[config.mk]
export PLATFORM = sky130hd
export DESIGN_NAME = pulse_width_frame_decoder_flat
export DESIGN_NICKNAME = d
export VERILOG_FILES = /design/src/hdl/pwfd_pkg.sv /design/src/hdl/pwfd_sym_if.sv /design/src/hdl/pwfd_res_if.sv /design/src/hdl/pulse_width_frame_decoder.sv /design/src/hdl/pwfd_regs.sv /design/src/hdl/pwfd_front.sv /design/src/hdl/pwfd_cmd_q.sv /design/src/hdl/pwfd_back.sv /design/src/flat_wrapper.sv
export SDC_FILE = /design/constraint.sdc
export NUM_CORES = 1
export LEC_CHECK = 0
export BUFFER_PORTS_ARGS = -buffer_cell sky130_fd_sc_hd__clkbuf_2
export CORE_ASPECT_RATIO = 1.4
export CORE_UTILIZATION = 30
export DETAILED_ROUTE_END_ITERATION = 12
export SYNTH_ARGS = -nofsm -noshare
export SYNTH_HDL_FRONTEND = slang
export SYNTH_SLANG_ARGS = --single-unit
[constraint.sdc]
create_clock -name clk -period 11.2 [get_ports clk]
set_input_delay 1.12 -clock clk [delete_from_list [all_inputs] [get_ports clk]]
set_output_delay 1.12 -clock clk [all_outputs]
set_load 0.01 [all_outputs]
[src/hdl/pwfd_pkg.sv]
// ----------------------------------------------------------------------------
// pwfd_pkg: shared types and constants for the pulse width frame decoder
// Command codes between front and back, register map, frame geometry.
// ----------------------------------------------------------------------------
package pwfd_pkg;

  localparam int unsigned FRAME_BITS  = 40;
  localparam int unsigned BIT_CNT_W   = 6;
  localparam int unsigned REJ_W       = 6;
  localparam int unsigned LEAD_W      = 4;
  localparam int unsigned APB_ADDR_W  = 5;
  localparam int unsigned APB_DATA_W  = 32;
  localparam int unsigned CMD_Q_DEPTH = 4;
  localparam int unsigned CMD_Q_PTR_W = 2;
  localparam int unsigned CMD_Q_CNT_W = 3;

  localparam logic [REJ_W-1:0] REJ_MAX = '1;

  // Reset values of the timing windows, in ticks, and of the lead symbol count
  localparam int unsigned RST_SEP_MIN  = 44;
  localparam int unsigned RST_SEP_MAX  = 56;
  localparam int unsigned RST_ONE_MIN  = 66;
  localparam int unsigned RST_ONE_MAX  = 74;
  localparam int unsigned RST_ZERO_MIN = 20;
  localparam int unsigned RST_ZERO_MAX = 34;
  localparam int unsigned RST_LEAD     = 2;

  typedef enum logic [2:0] {
    REG_SEP_MIN  = 3'd0,
    REG_SEP_MAX  = 3'd1,
    REG_ONE_MIN  = 3'd2,
    REG_ONE_MAX  = 3'd3,
    REG_ZERO_MIN = 3'd4,
    REG_ZERO_MAX = 3'd5,
    REG_LEAD     = 3'd6
  } reg_idx_t;

  typedef enum logic [1:0] {
    OP_NONE  = 2'd0,
    OP_BAD   = 2'd1,
    OP_BIT   = 2'd2,
    OP_CLOSE = 2'd3
  } cmd_op_t;

  typedef struct packed {
    logic    start;
    cmd_op_t op;
    logic    bit_val;
  } cmd_t;

endpackage

[src/hdl/pwfd_sym_if.sv]
// ----------------------------------------------------------------------------
// pwfd_sym_if: pulse symbol channel
// One captured symbol per request: two phases with level and duration, plus
// frame markers.
// ----------------------------------------------------------------------------
interface pwfd_sym_if #(
  parameter int unsigned DW = 15
);
  logic          valid;
  logic          ready;
  logic          first_level;
  logic [DW-1:0] first_time;
  logic          second_level;
  logic [DW-1:0] second_time;
  logic          frame_start;
  logic          frame_last;

  modport source (
    output valid, first_level, first_time, second_level, second_time,
           frame_start, frame_last,
    input  ready
  );

  modport sink (
    input  valid, first_level, first_time, second_level, second_time,
           frame_start, frame_last,
    output ready
  );
endinterface

[src/hdl/pwfd_res_if.sv]
// ----------------------------------------------------------------------------
// pwfd_res_if: decoded frame channel
// One closed frame per request: humidity, temperature, checksum verdict and
// frame statistics.
// ----------------------------------------------------------------------------
interface pwfd_res_if;
  logic               valid;
  logic               ready;
  logic [15:0]        humidity_tenths;
  logic signed [15:0] temperature_tenths;
  logic               checksum_ok;
  logic [5:0]         bits_received;
  logic [5:0]         bad_symbols;

  modport source (
    output valid, humidity_tenths, temperature_tenths, checksum_ok,
           bits_received, bad_symbols,
    input  ready
  );

  modport sink (
    input  valid, humidity_tenths, temperature_tenths, checksum_ok,
           bits_received, bad_symbols,
    output ready
  );
endinterface

[src/hdl/pulse_width_frame_decoder.sv]
// ----------------------------------------------------------------------------
// pulse_width_frame_decoder: single-wire sensor frame decoder
// Classifies pulse symbols into bits and closes frames into readings.
// ----------------------------------------------------------------------------
// Accepts one pulse symbol per clock while the queue has room. A classifier
// skips the lead symbols, checks the low separator window and sorts the high
// phase into a one or a zero by its window; its commands pass through a
// four-entry queue to a frame assembler that shifts up to 40 bits MSB first
// and counts bad symbols. A symbol marked frame_last closes the frame into a
// result register; that close waits only while the previous result is held,
// and the queue lets symbols keep coming meanwhile. Windows are inclusive and
// the one window wins on overlap. Results: humidity and signed temperature in
// tenths, checksum verdict, bit count and saturating bad-symbol count.
module pulse_width_frame_decoder #(
  parameter int unsigned DURATION_WIDTH = 15
) (
  input  logic                            clk,
  input  logic                            rst,
  pwfd_sym_if.sink                        symbol,
  pwfd_res_if.source                      result,
  input  logic                            psel,
  input  logic                            penable,
  input  logic                            pwrite,
  input  logic [pwfd_pkg::APB_ADDR_W-1:0] paddr,
  input  logic [pwfd_pkg::APB_DATA_W-1:0] pwdata,
  output logic [pwfd_pkg::APB_DATA_W-1:0] prdata,
  output logic                            pready
);
  import pwfd_pkg::*;

  logic [DURATION_WIDTH-1:0] sep_min;
  logic [DURATION_WIDTH-1:0] sep_max;
  logic [DURATION_WIDTH-1:0] one_min;
  logic [DURATION_WIDTH-1:0] one_max;
  logic [DURATION_WIDTH-1:0] zero_min;
  logic [DURATION_WIDTH-1:0] zero_max;
  logic [LEAD_W-1:0]         lead_symbols;
  logic                      push;
  cmd_t                      push_cmd;
  logic                      push_ready;
  logic                      pop_valid;
  cmd_t                      pop_cmd;
  logic                      pop;

  pwfd_regs #(.DW(DURATION_WIDTH)) u_regs (
    .clk          (clk),
    .rst          (rst),
    .psel         (psel),
    .penable      (penable),
    .pwrite       (pwrite),
    .paddr        (paddr),
    .pwdata       (pwdata),
    .prdata       (prdata),
    .pready       (pready),
    .sep_min      (sep_min),
    .sep_max      (sep_max),
    .one_min      (one_min),
    .one_max      (one_max),
    .zero_min     (zero_min),
    .zero_max     (zero_max),
    .lead_symbols (lead_symbols)
  );

  pwfd_front #(.DW(DURATION_WIDTH)) u_front (
    .clk          (clk),
    .rst          (rst),
    .symbol       (symbol),
    .sep_min      (sep_min),
    .sep_max      (sep_max),
    .one_min      (one_min),
    .one_max      (one_max),
    .zero_min     (zero_min),
    .zero_max     (zero_max),
    .lead_symbols (lead_symbols),
    .push         (push),
    .push_cmd     (push_cmd),
    .push_ready   (push_ready)
  );

  pwfd_cmd_q u_cmd_q (
    .clk        (clk),
    .rst        (rst),
    .push       (push),
    .push_cmd   (push_cmd),
    .push_ready (push_ready),
    .pop_valid  (pop_valid),
    .pop_cmd    (pop_cmd),
    .pop        (pop)
  );

  pwfd_back u_back (
    .clk       (clk),
    .rst       (rst),
    .cmd_valid (pop_valid),
    .cmd       (pop_cmd),
    .cmd_pop   (pop),
    .result    (result)
  );

endmodule

[src/hdl/pwfd_regs.sv]
// ----------------------------------------------------------------------------
// pwfd_regs: configuration register bank
// APB-style write/read access to the timing windows and the lead count.
// ----------------------------------------------------------------------------
module pwfd_regs #(
  parameter int unsigned DW = 15
) (
  input  logic                             clk,
  input  logic                             rst,
  input  logic                             psel,
  input  logic                             penable,
  input  logic                             pwrite,
  input  logic [pwfd_pkg::APB_ADDR_W-1:0]  paddr,
  input  logic [pwfd_pkg::APB_DATA_W-1:0]  pwdata,
  output logic [pwfd_pkg::APB_DATA_W-1:0]  prdata,
  output logic                             pready,
  output logic [DW-1:0]                    sep_min,
  output logic [DW-1:0]                    sep_max,
  output logic [DW-1:0]                    one_min,
  output logic [DW-1:0]                    one_max,
  output logic [DW-1:0]                    zero_min,
  output logic [DW-1:0]                    zero_max,
  output logic [pwfd_pkg::LEAD_W-1:0]      lead_symbols
);
  import pwfd_pkg::*;

  reg_idx_t idx;
  logic     wr_en;

  assign idx    = reg_idx_t'(paddr[APB_ADDR_W-1:2]);
  assign wr_en  = psel && penable && pwrite;
  assign pready = 1'b1;

  always_ff @(posedge clk) begin
    if (rst) begin
      sep_min      <= DW'(RST_SEP_MIN);
      sep_max      <= DW'(RST_SEP_MAX);
      one_min      <= DW'(RST_ONE_MIN);
      one_max      <= DW'(RST_ONE_MAX);
      zero_min     <= DW'(RST_ZERO_MIN);
      zero_max     <= DW'(RST_ZERO_MAX);
      lead_symbols <= LEAD_W'(RST_LEAD);
    end else if (wr_en) begin
      unique case (idx)
        REG_SEP_MIN:  sep_min      <= pwdata[DW-1:0];
        REG_SEP_MAX:  sep_max      <= pwdata[DW-1:0];
        REG_ONE_MIN:  one_min      <= pwdata[DW-1:0];
        REG_ONE_MAX:  one_max      <= pwdata[DW-1:0];
        REG_ZERO_MIN: zero_min     <= pwdata[DW-1:0];
        REG_ZERO_MAX: zero_max     <= pwdata[DW-1:0];
        REG_LEAD:     lead_symbols <= pwdata[LEAD_W-1:0];
        default: ;
      endcase
    end
  end

  always_comb begin
    unique case (idx)
      REG_SEP_MIN:  prdata = APB_DATA_W'(sep_min);
      REG_SEP_MAX:  prdata = APB_DATA_W'(sep_max);
      REG_ONE_MIN:  prdata = APB_DATA_W'(one_min);
      REG_ONE_MAX:  prdata = APB_DATA_W'(one_max);
      REG_ZERO_MIN: prdata = APB_DATA_W'(zero_min);
      REG_ZERO_MAX: prdata = APB_DATA_W'(zero_max);
      REG_LEAD:     prdata = APB_DATA_W'(lead_symbols);
      default:      prdata = '0;
    endcase
  end

endmodule

[src/hdl/pwfd_front.sv]
// ----------------------------------------------------------------------------
// pwfd_front: symbol classifier
// Accepts pulse symbols, skips lead symbols and turns each other symbol into a
// frame command for the back end.
// ----------------------------------------------------------------------------
module pwfd_front #(
  parameter int unsigned DW = 15
) (
  input  logic                        clk,
  input  logic                        rst,
  pwfd_sym_if.sink                    symbol,
  input  logic [DW-1:0]               sep_min,
  input  logic [DW-1:0]               sep_max,
  input  logic [DW-1:0]               one_min,
  input  logic [DW-1:0]               one_max,
  input  logic [DW-1:0]               zero_min,
  input  logic [DW-1:0]               zero_max,
  input  logic [pwfd_pkg::LEAD_W-1:0] lead_symbols,
  output logic                        push,
  output pwfd_pkg::cmd_t              push_cmd,
  input  logic                        push_ready
);
  import pwfd_pkg::*;

  logic [LEAD_W-1:0] pos;
  logic [LEAD_W-1:0] pos_eff;
  logic [LEAD_W-1:0] pos_next;
  logic              accept;
  logic              sep_ok;
  logic              is_one;
  logic              is_zero;

  assign symbol.ready = push_ready;
  assign accept       = symbol.valid && push_ready;

  assign sep_ok  = !symbol.second_level && (symbol.second_time >= sep_min)
                   && (symbol.second_time <= sep_max);
  assign is_one  = symbol.first_level && (symbol.first_time >= one_min)
                   && (symbol.first_time <= one_max);
  assign is_zero = symbol.first_level && (symbol.first_time >= zero_min)
                   && (symbol.first_time <= zero_max);

  always_comb begin
    pos_eff          = symbol.frame_start ? '0 : pos;
    pos_next         = pos_eff;
    push_cmd.start   = symbol.frame_start;
    push_cmd.op      = OP_NONE;
    push_cmd.bit_val = 1'b0;
    if (symbol.frame_last) begin
      push_cmd.op = OP_CLOSE;
      pos_next    = '0;
    end else if (pos_eff < lead_symbols) begin
      pos_next = pos_eff + LEAD_W'(1);
    end else if (sep_ok && (is_one || is_zero)) begin
      // one window wins where the windows overlap
      push_cmd.op      = OP_BIT;
      push_cmd.bit_val = is_one;
    end else begin
      push_cmd.op = OP_BAD;
    end
  end

  // drop lead symbols that carry no frame start
  assign push = accept && (symbol.frame_start || (push_cmd.op != OP_NONE));

  always_ff @(posedge clk) begin
    if (rst) begin
      pos <= '0;
    end else if (accept) begin
      pos <= pos_next;
    end
  end

endmodule

[src/hdl/pwfd_cmd_q.sv]
// ----------------------------------------------------------------------------
// pwfd_cmd_q: command queue
// Small FIFO between classifier and frame assembler.
// ----------------------------------------------------------------------------
module pwfd_cmd_q (
  input  logic           clk,
  input  logic           rst,
  input  logic           push,
  input  pwfd_pkg::cmd_t push_cmd,
  output logic           push_ready,
  output logic           pop_valid,
  output pwfd_pkg::cmd_t pop_cmd,
  input  logic           pop
);
  import pwfd_pkg::*;

  cmd_t                   entries [CMD_Q_DEPTH];
  logic [CMD_Q_PTR_W-1:0] wr_ptr;
  logic [CMD_Q_PTR_W-1:0] rd_ptr;
  logic [CMD_Q_CNT_W-1:0] count;
  logic                   do_push;
  logic                   do_pop;

  assign push_ready = (count != CMD_Q_CNT_W'(CMD_Q_DEPTH));
  assign pop_valid  = (count != '0);
  assign pop_cmd    = entries[rd_ptr];
  assign do_push    = push && push_ready;
  assign do_pop     = pop && pop_valid;

  always_ff @(posedge clk) begin
    if (do_push) begin
      entries[wr_ptr] <= push_cmd;
    end
  end

  always_ff @(posedge clk) begin
    if (rst) begin
      wr_ptr <= '0;
      rd_ptr <= '0;
      count  <= '0;
    end else begin
      if (do_push) begin
        wr_ptr <= wr_ptr + CMD_Q_PTR_W'(1);
      end
      if (do_pop) begin
        rd_ptr <= rd_ptr + CMD_Q_PTR_W'(1);
      end
      if (do_push && !do_pop) begin
        count <= count + CMD_Q_CNT_W'(1);
      end else if (do_pop && !do_push) begin
        count <= count - CMD_Q_CNT_W'(1);
      end
    end
  end

`ifndef SYNTH
  a_count_bound: assert property (@(posedge clk) disable iff (rst)
    count <= CMD_Q_CNT_W'(CMD_Q_DEPTH))
    else $error("command queue count out of range");

  a_ptr_gap: assert property (@(posedge clk) disable iff (rst)
    (count == '0 || count == CMD_Q_CNT_W'(CMD_Q_DEPTH)) |-> (wr_ptr == rd_ptr))
    else $error("command queue pointers disagree with count");

  a_push_count: assert property (@(posedge clk) disable iff (rst)
    (do_push && !do_pop) |=> (count == $past(count) + CMD_Q_CNT_W'(1)))
    else $error("command queue lost a push");
`endif

endmodule

[src/hdl/pwfd_back.sv]
// ----------------------------------------------------------------------------
// pwfd_back: frame assembler
// Executes frame commands: shifts bits in, counts bad symbols, and closes
// frames into the result register.
// ----------------------------------------------------------------------------
module pwfd_back (
  input  logic           clk,
  input  logic           rst,
  input  logic           cmd_valid,
  input  pwfd_pkg::cmd_t cmd,
  output logic           cmd_pop,
  pwfd_res_if.source     result
);
  import pwfd_pkg::*;

  logic [FRAME_BITS-1:0] frame_bits;
  logic [BIT_CNT_W-1:0]  bit_count;
  logic [REJ_W-1:0]      reject_count;
  logic [FRAME_BITS-1:0] bits_eff;
  logic [BIT_CNT_W-1:0]  cnt_eff;
  logic [REJ_W-1:0]      rej_eff;
  logic [FRAME_BITS-1:0] frame_bits_next;
  logic [BIT_CNT_W-1:0]  bit_count_next;
  logic [REJ_W-1:0]      reject_count_next;
  logic [BIT_CNT_W-1:0]  bit_idx;
  logic [7:0]            b0, b1, b2, b3, b4;
  logic [7:0]            sum8;
  logic [15:0]           mag;
  logic [15:0]           temp;
  logic                  res_load;

  assign cmd_pop  = cmd_valid && ((cmd.op != OP_CLOSE) || !result.valid || result.ready);
  assign res_load = cmd_pop && (cmd.op == OP_CLOSE);

  // apply frame start before the command itself
  assign bits_eff = cmd.start ? '0 : frame_bits;
  assign cnt_eff  = cmd.start ? '0 : bit_count;
  assign rej_eff  = cmd.start ? '0 : reject_count;
  assign bit_idx  = BIT_CNT_W'(FRAME_BITS - 1) - cnt_eff;

  assign b0   = bits_eff[39:32];
  assign b1   = bits_eff[31:24];
  assign b2   = bits_eff[23:16];
  assign b3   = bits_eff[15:8];
  assign b4   = bits_eff[7:0];
  assign sum8 = b0 + b1 + b2 + b3;
  assign mag  = {1'b0, b2[6:0], b3};
  assign temp = b2[7] ? (16'd0 - mag) : mag;

  always_comb begin
    frame_bits_next   = bits_eff;
    bit_count_next    = cnt_eff;
    reject_count_next = rej_eff;
    unique case (cmd.op)
      OP_NONE: ;
      OP_BAD: begin
        if (rej_eff != REJ_MAX) begin
          reject_count_next = rej_eff + REJ_W'(1);
        end
      end
      OP_BIT: begin
        // drop bits past the end of the frame
        if (cnt_eff < BIT_CNT_W'(FRAME_BITS)) begin
          frame_bits_next[bit_idx] = cmd.bit_val;
          bit_count_next           = cnt_eff + BIT_CNT_W'(1);
        end
      end
      OP_CLOSE: begin
        frame_bits_next   = '0;
        bit_count_next    = '0;
        reject_count_next = '0;
      end
      default: ;
    endcase
  end

  always_ff @(posedge clk) begin
    if (rst) begin
      frame_bits   <= '0;
      bit_count    <= '0;
      reject_count <= '0;
    end else if (cmd_pop) begin
      frame_bits   <= frame_bits_next;
      bit_count    <= bit_count_next;
      reject_count <= reject_count_next;
    end
  end

  always_ff @(posedge clk) begin
    if (rst) begin
      result.valid <= 1'b0;
    end else if (res_load) begin
      result.valid <= 1'b1;
    end else if (result.ready) begin
      result.valid <= 1'b0;
    end
  end

  always_ff @(posedge clk) begin
    if (res_load) begin
      result.humidity_tenths    <= {b0, b1};
      result.temperature_tenths <= temp;
      result.checksum_ok        <= (b4 == sum8);
      result.bits_received      <= cnt_eff;
      result.bad_symbols        <= rej_eff;
    end
  end

`ifndef SYNTH
  a_bit_count_bound: assert property (@(posedge clk) disable iff (rst)
    bit_count <= BIT_CNT_W'(FRAME_BITS))
    else $error("bit count past frame length");

  a_empty_frame_clear: assert property (@(posedge clk) disable iff (rst)
    (bit_count == '0) |-> (frame_bits == '0))
    else $error("frame bits set with no bit counted");

  a_close_loads: assert property (@(posedge clk) disable iff (rst)
    res_load |=> (result.valid && (bit_count == '0) && (reject_count == '0)))
    else $error("frame close did not load result and clear state");
`endif

endmodule
[src/flat_wrapper.sv]
// flat-port wrapper written by rule: the top's interface ports become plain ports
module pulse_width_frame_decoder_flat import pwfd_pkg::*;
#(
  parameter int unsigned DURATION_WIDTH = 15
)
  (clk, rst, psel, penable, pwrite, paddr, pwdata, prdata, pready, symbol_valid, symbol_first_level, symbol_first_time, symbol_second_level, symbol_second_time, symbol_frame_start, symbol_frame_last, symbol_ready, result_valid, result_humidity_tenths, result_temperature_tenths, result_checksum_ok, result_bits_received, result_bad_symbols, result_ready);
  pwfd_sym_if symbol_i ();
  pwfd_res_if result_i ();
  input  logic clk;
  input  logic rst;
  input  logic psel;
  input  logic penable;
  input  logic pwrite;
  input  logic [pwfd_pkg::APB_ADDR_W-1:0] paddr;
  input  logic [pwfd_pkg::APB_DATA_W-1:0] pwdata;
  output logic [pwfd_pkg::APB_DATA_W-1:0] prdata;
  output logic pready;
  input wire logic [$bits(symbol_i.valid)-1:0] symbol_valid;
  input wire logic [$bits(symbol_i.first_level)-1:0] symbol_first_level;
  input wire logic [$bits(symbol_i.first_time)-1:0] symbol_first_time;
  input wire logic [$bits(symbol_i.second_level)-1:0] symbol_second_level;
  input wire logic [$bits(symbol_i.second_time)-1:0] symbol_second_time;
  input wire logic [$bits(symbol_i.frame_start)-1:0] symbol_frame_start;
  input wire logic [$bits(symbol_i.frame_last)-1:0] symbol_frame_last;
  output wire logic [$bits(symbol_i.ready)-1:0] symbol_ready;
  output wire logic [$bits(result_i.valid)-1:0] result_valid;
  output wire logic [$bits(result_i.humidity_tenths)-1:0] result_humidity_tenths;
  output wire logic [$bits(result_i.temperature_tenths)-1:0] result_temperature_tenths;
  output wire logic [$bits(result_i.checksum_ok)-1:0] result_checksum_ok;
  output wire logic [$bits(result_i.bits_received)-1:0] result_bits_received;
  output wire logic [$bits(result_i.bad_symbols)-1:0] result_bad_symbols;
  input wire logic [$bits(result_i.ready)-1:0] result_ready;
  assign symbol_i.valid = symbol_valid;
  assign symbol_i.first_level = symbol_first_level;
  assign symbol_i.first_time = symbol_first_time;
  assign symbol_i.second_level = symbol_second_level;
  assign symbol_i.second_time = symbol_second_time;
  assign symbol_i.frame_start = symbol_frame_start;
  assign symbol_i.frame_last = symbol_frame_last;
  assign symbol_ready = symbol_i.ready;
  assign result_valid = result_i.valid;
  assign result_humidity_tenths = result_i.humidity_tenths;
  assign result_temperature_tenths = result_i.temperature_tenths;
  assign result_checksum_ok = result_i.checksum_ok;
  assign result_bits_received = result_i.bits_received;
  assign result_bad_symbols = result_i.bad_symbols;
  assign result_i.ready = result_ready;
  pulse_width_frame_decoder #(.DURATION_WIDTH(DURATION_WIDTH)) u_core (.clk(clk), .rst(rst), .symbol(symbol_i), .result(result_i), .psel(psel), .penable(penable), .pwrite(pwrite), .paddr(paddr), .pwdata(pwdata), .prdata(prdata), .pready(pready));
endmodule
==> impl_metrics.toml <==
[layout]
antennaDiodeCount = 0
final_common_cell = "nand2_1"
drive_gt1_share_pct = 12.5
fin_nets = 1821
synthToLayoutAreaGrowth_pct = 14.4
final_cell_mix = "nand2_1, a21oi_1, dfxtp_1"
postLayoutCoreUtil_pct = 35.0
num-fill-cells = 4399

[pwr]
powerDensity_nw_per_um2 = 151
p_comb_share_pct = 20.0
peakVddDrop_mv = 0.120
p_clk_share_pct = 38.3
p_int_uw = 1550
leakagePower_uw = 0.00578
p_seq_share_pct = 41.7
p_switching_uw = 689
netSwitchingFraction_pct = 30.7

[clock_tree]
post_cts_buffers = 0
htreeDepth = 1
path_clk_slew_ps = 60
cts_tree = "built"
clockBufferDepth = 3
cts-buffers-inserted = 27
cts_resized = 0
clock_sinks = 221
clock_latency_ps = 530
cts_root_buf = "clkbuf_16"
cts_hold_buf = 0

[timing]
hold_viol_final = 0
max_slew_margin_pct = 21.4
fin_crit_sh_pct = 43.0
setup_viol = 0
max_freq_mhz = 208
fin_tns_setup_ps = 0
worst_pin_slew_ps = 1170
setup_ws_ps = 6390
drv_slew = 0
clock_skew_ps = 14.4
period_needed_ps = 4810
rsz0062_at_grt = "false"

[critical_path]
cpPeakStageDelay_ps = 600
crit_chain = "mux2i_1, mux2_2, nand2_1, fa_1, inv_1, fa_1, ha_1, fa_1, a21o_1, a21oi_1, xnor2_1, xnor2_1, a31oi_1, o32a_1, nor4_1"
crit_fanout = 21
critical_path.top_delay_family = "adder cells"
endpoint_kind = "flip-flop"
critPathLaunchType = "flip-flop"
cp.required_ps = 11530
worst_ep_arrival_time_ps = 5140
cpMostUsedCell = "fa_1"
setup.worst_path.class = "flip-flop to flip-flop"
cp_slowest_cell = "fa_1"
critPathBufInv = 1

[drt]
vias = 11100
viasPerCell = 5.10
routed_wl_mm = 38.0
ant_nets = 0
first_pass_iters = 7
post_drt_wl_per_cell_um = 17.4
drc = 0
drtIter0Drc = 691

[placement]
port_buffers = 120
gp_congestion = 0.890
dp_hpwl_mm = 28.4
post-place-ws_ps = 6350

[synthesis]
ys_seq_elements = 221
synth_edf_count = 61
synth_warnings = 0
avgSynthCellArea_sq_um = 8.49
yosysUniqueCellTypes = 69
synth_cells = 1529
synth_seq_area_share_pct = 38.8
synth_area_sq_um = 13000
async_flop_share_pct = 0
dominantRegCellSynth = "dfxtp_1"

[global_routing]
grt_pass1_vias = 10700
antenna_found_initial = 1
grt_pass1_wl_mm = 58.8
overflow = 0
grt_max_degree = 96
grt_use_total_pct = 17.1

[floorplanning]
die-area_sq_um = 44100
fp.dieW_um = 178
io_pins = 158
dieHeight_um = 248
start_util_pct = 30.6
rows = 89
core_sq_um = 42400

[hold_path]
hold_path.class = "flip-flop to flip-flop"

[job]
maxCapViolCount = 0

[status]
status = "completed"
power by group through the flow:
stage | Clock, uW | Combinational (uW) | Sequential (uW)
3_3_place_gp | 0 | 444 | 950
5_1_grt | 904 | 500 | 943
4_1_cts | 878 | 455 | 936
3_5_place_dp | 0 | 453 | 953
2_1_floorplan | 0 | 303 | 960
6_report | 858 | 449 | 934
cells in the mapped netlist (all sizes together) (9+ instances only):
library cell,number,area (sq um)
nand2,255,960
mux4,9,203
mux2i,21,210
clkbuf,49,184
nand3,21,105
nand4,17,106
xor2,17,149
and2,10,65.1
edfxtp,61,1830
fa,15,300
nor3,16,80.1
buf,38,254
o31ai,9,67.6
dfxtp,160,3200
xnor2,20,175
a22oi,13,97.6
o211ai,17,128
a31oi,10,77.6
nor2,80,300
a21oi,189,957
o21ai,130,654
nor2b,41,259
o22ai,9,56.3
inv,118,443
ha,111,1390
or3,9,56.3
worst register-to-register path, stage by stage, from the launching register on:
cell and delay (ps):
dfxtp_1 540, mux2i_1 220, mux2_2 470, nand2_1 210, fa_1 600, inv_1 70, fa_1 480, ha_1 240
fa_1 410, a21o_1 170, a21oi_1 220, xnor2_1 230, xnor2_1 170, a31oi_1 100, o32a_1 180, nor4_1 320
routing by layer:
layer,GRT usage [%],vias up,wire length (um)
met2,33.1,345,20200
met5,0,-,13
met4,6.91,2,1600
met1,18.3,5241,14300
met3,2.52,76,1820
li1,-,5463,-
path summary, 6_finish.rpt:
| path | startpoint | endpoint | slack, ps | cells past startpoint |
|---|---|---|---|---|
| worst max-delay path | flip-flop | u_core.u_back.result.checksum_ok$_DFFE_PP_ | 6390 | 15 |
| worst min-delay path | u_core.u_regs.one_min[14]$_SDFFE_PP0P_ | u_core.u_regs.one_min[14]$_SDFFE_PP0P_ | 460 | 2 |
| worst max register to register | flip-flop | u_core.u_back.result.checksum_ok$_DFFE_PP_ | 6390 | 15 |
| worst min register to register | u_core.u_regs.one_min[14]$_SDFFE_PP0P_ | u_core.u_regs.one_min[14]$_SDFFE_PP0P_ | 460 | 2 |
flip-flops by register name (all words and copies together) (netlist names), 3 cells and up, named ones only:
name	flops
u_core.u_back.frame_bits	40
u_core.u_back.result.humidity_tenths	16
u_core.u_back.result.temperature_tenths	16
u_core.u_cmd_q.entries	16
u_core.u_regs.one_max	15
u_core.u_regs.one_min	15
u_core.u_regs.sep_max	15
u_core.u_regs.sep_min	15
u_core.u_regs.zero_max	15
u_core.u_regs.zero_min	15
u_core.u_back.bit_count	6
u_core.u_back.reject_count	6
u_core.u_back.result.bad_symbols	6
u_core.u_back.result.bits_received	6
u_core.u_front.pos	4
u_core.u_regs.lead_symbols	4
u_core.u_cmd_q.count	3
per-stage QoR:
step / power, uW / std cells / instance area (sq um) / hold WS, ps
2_1_floorplan: 1260 / 1545 / 13000 / 431
3_3_place_gp: 1390 / 2134 / 14000 / 441
3_5_place_dp: 1410 / 2134 / 14000 / 447
4_1_cts: 2270 / 2182 / 14900 / 455
5_1_grt: 2350 / 2182 / 14900 / 470
6_report: 2240 / 2182 / 14900 / 456
cell families after synthesis:
group	share of synthesized area, %
other cells	0.0578
buf+inv	6.78
compound gates	18.3
mux	3.44
simple gates	17.1
flops	38.8
xor+xnor	2.50
fa+ha+maj	13.0
cell type report:
cell class	instances	area, sq um	share of cell area (%)
inverter	118	443	2.98
tap	546	683	4.60
clock buffer	37	753	5.07
clock inverter	11	115	0.775
timing repair buffer	130	678	4.57
sequential	221	5030	33.9
multi-input combinational	1119	7150	48.1
No activity file was read; power rests on OpenSTA's default activity.
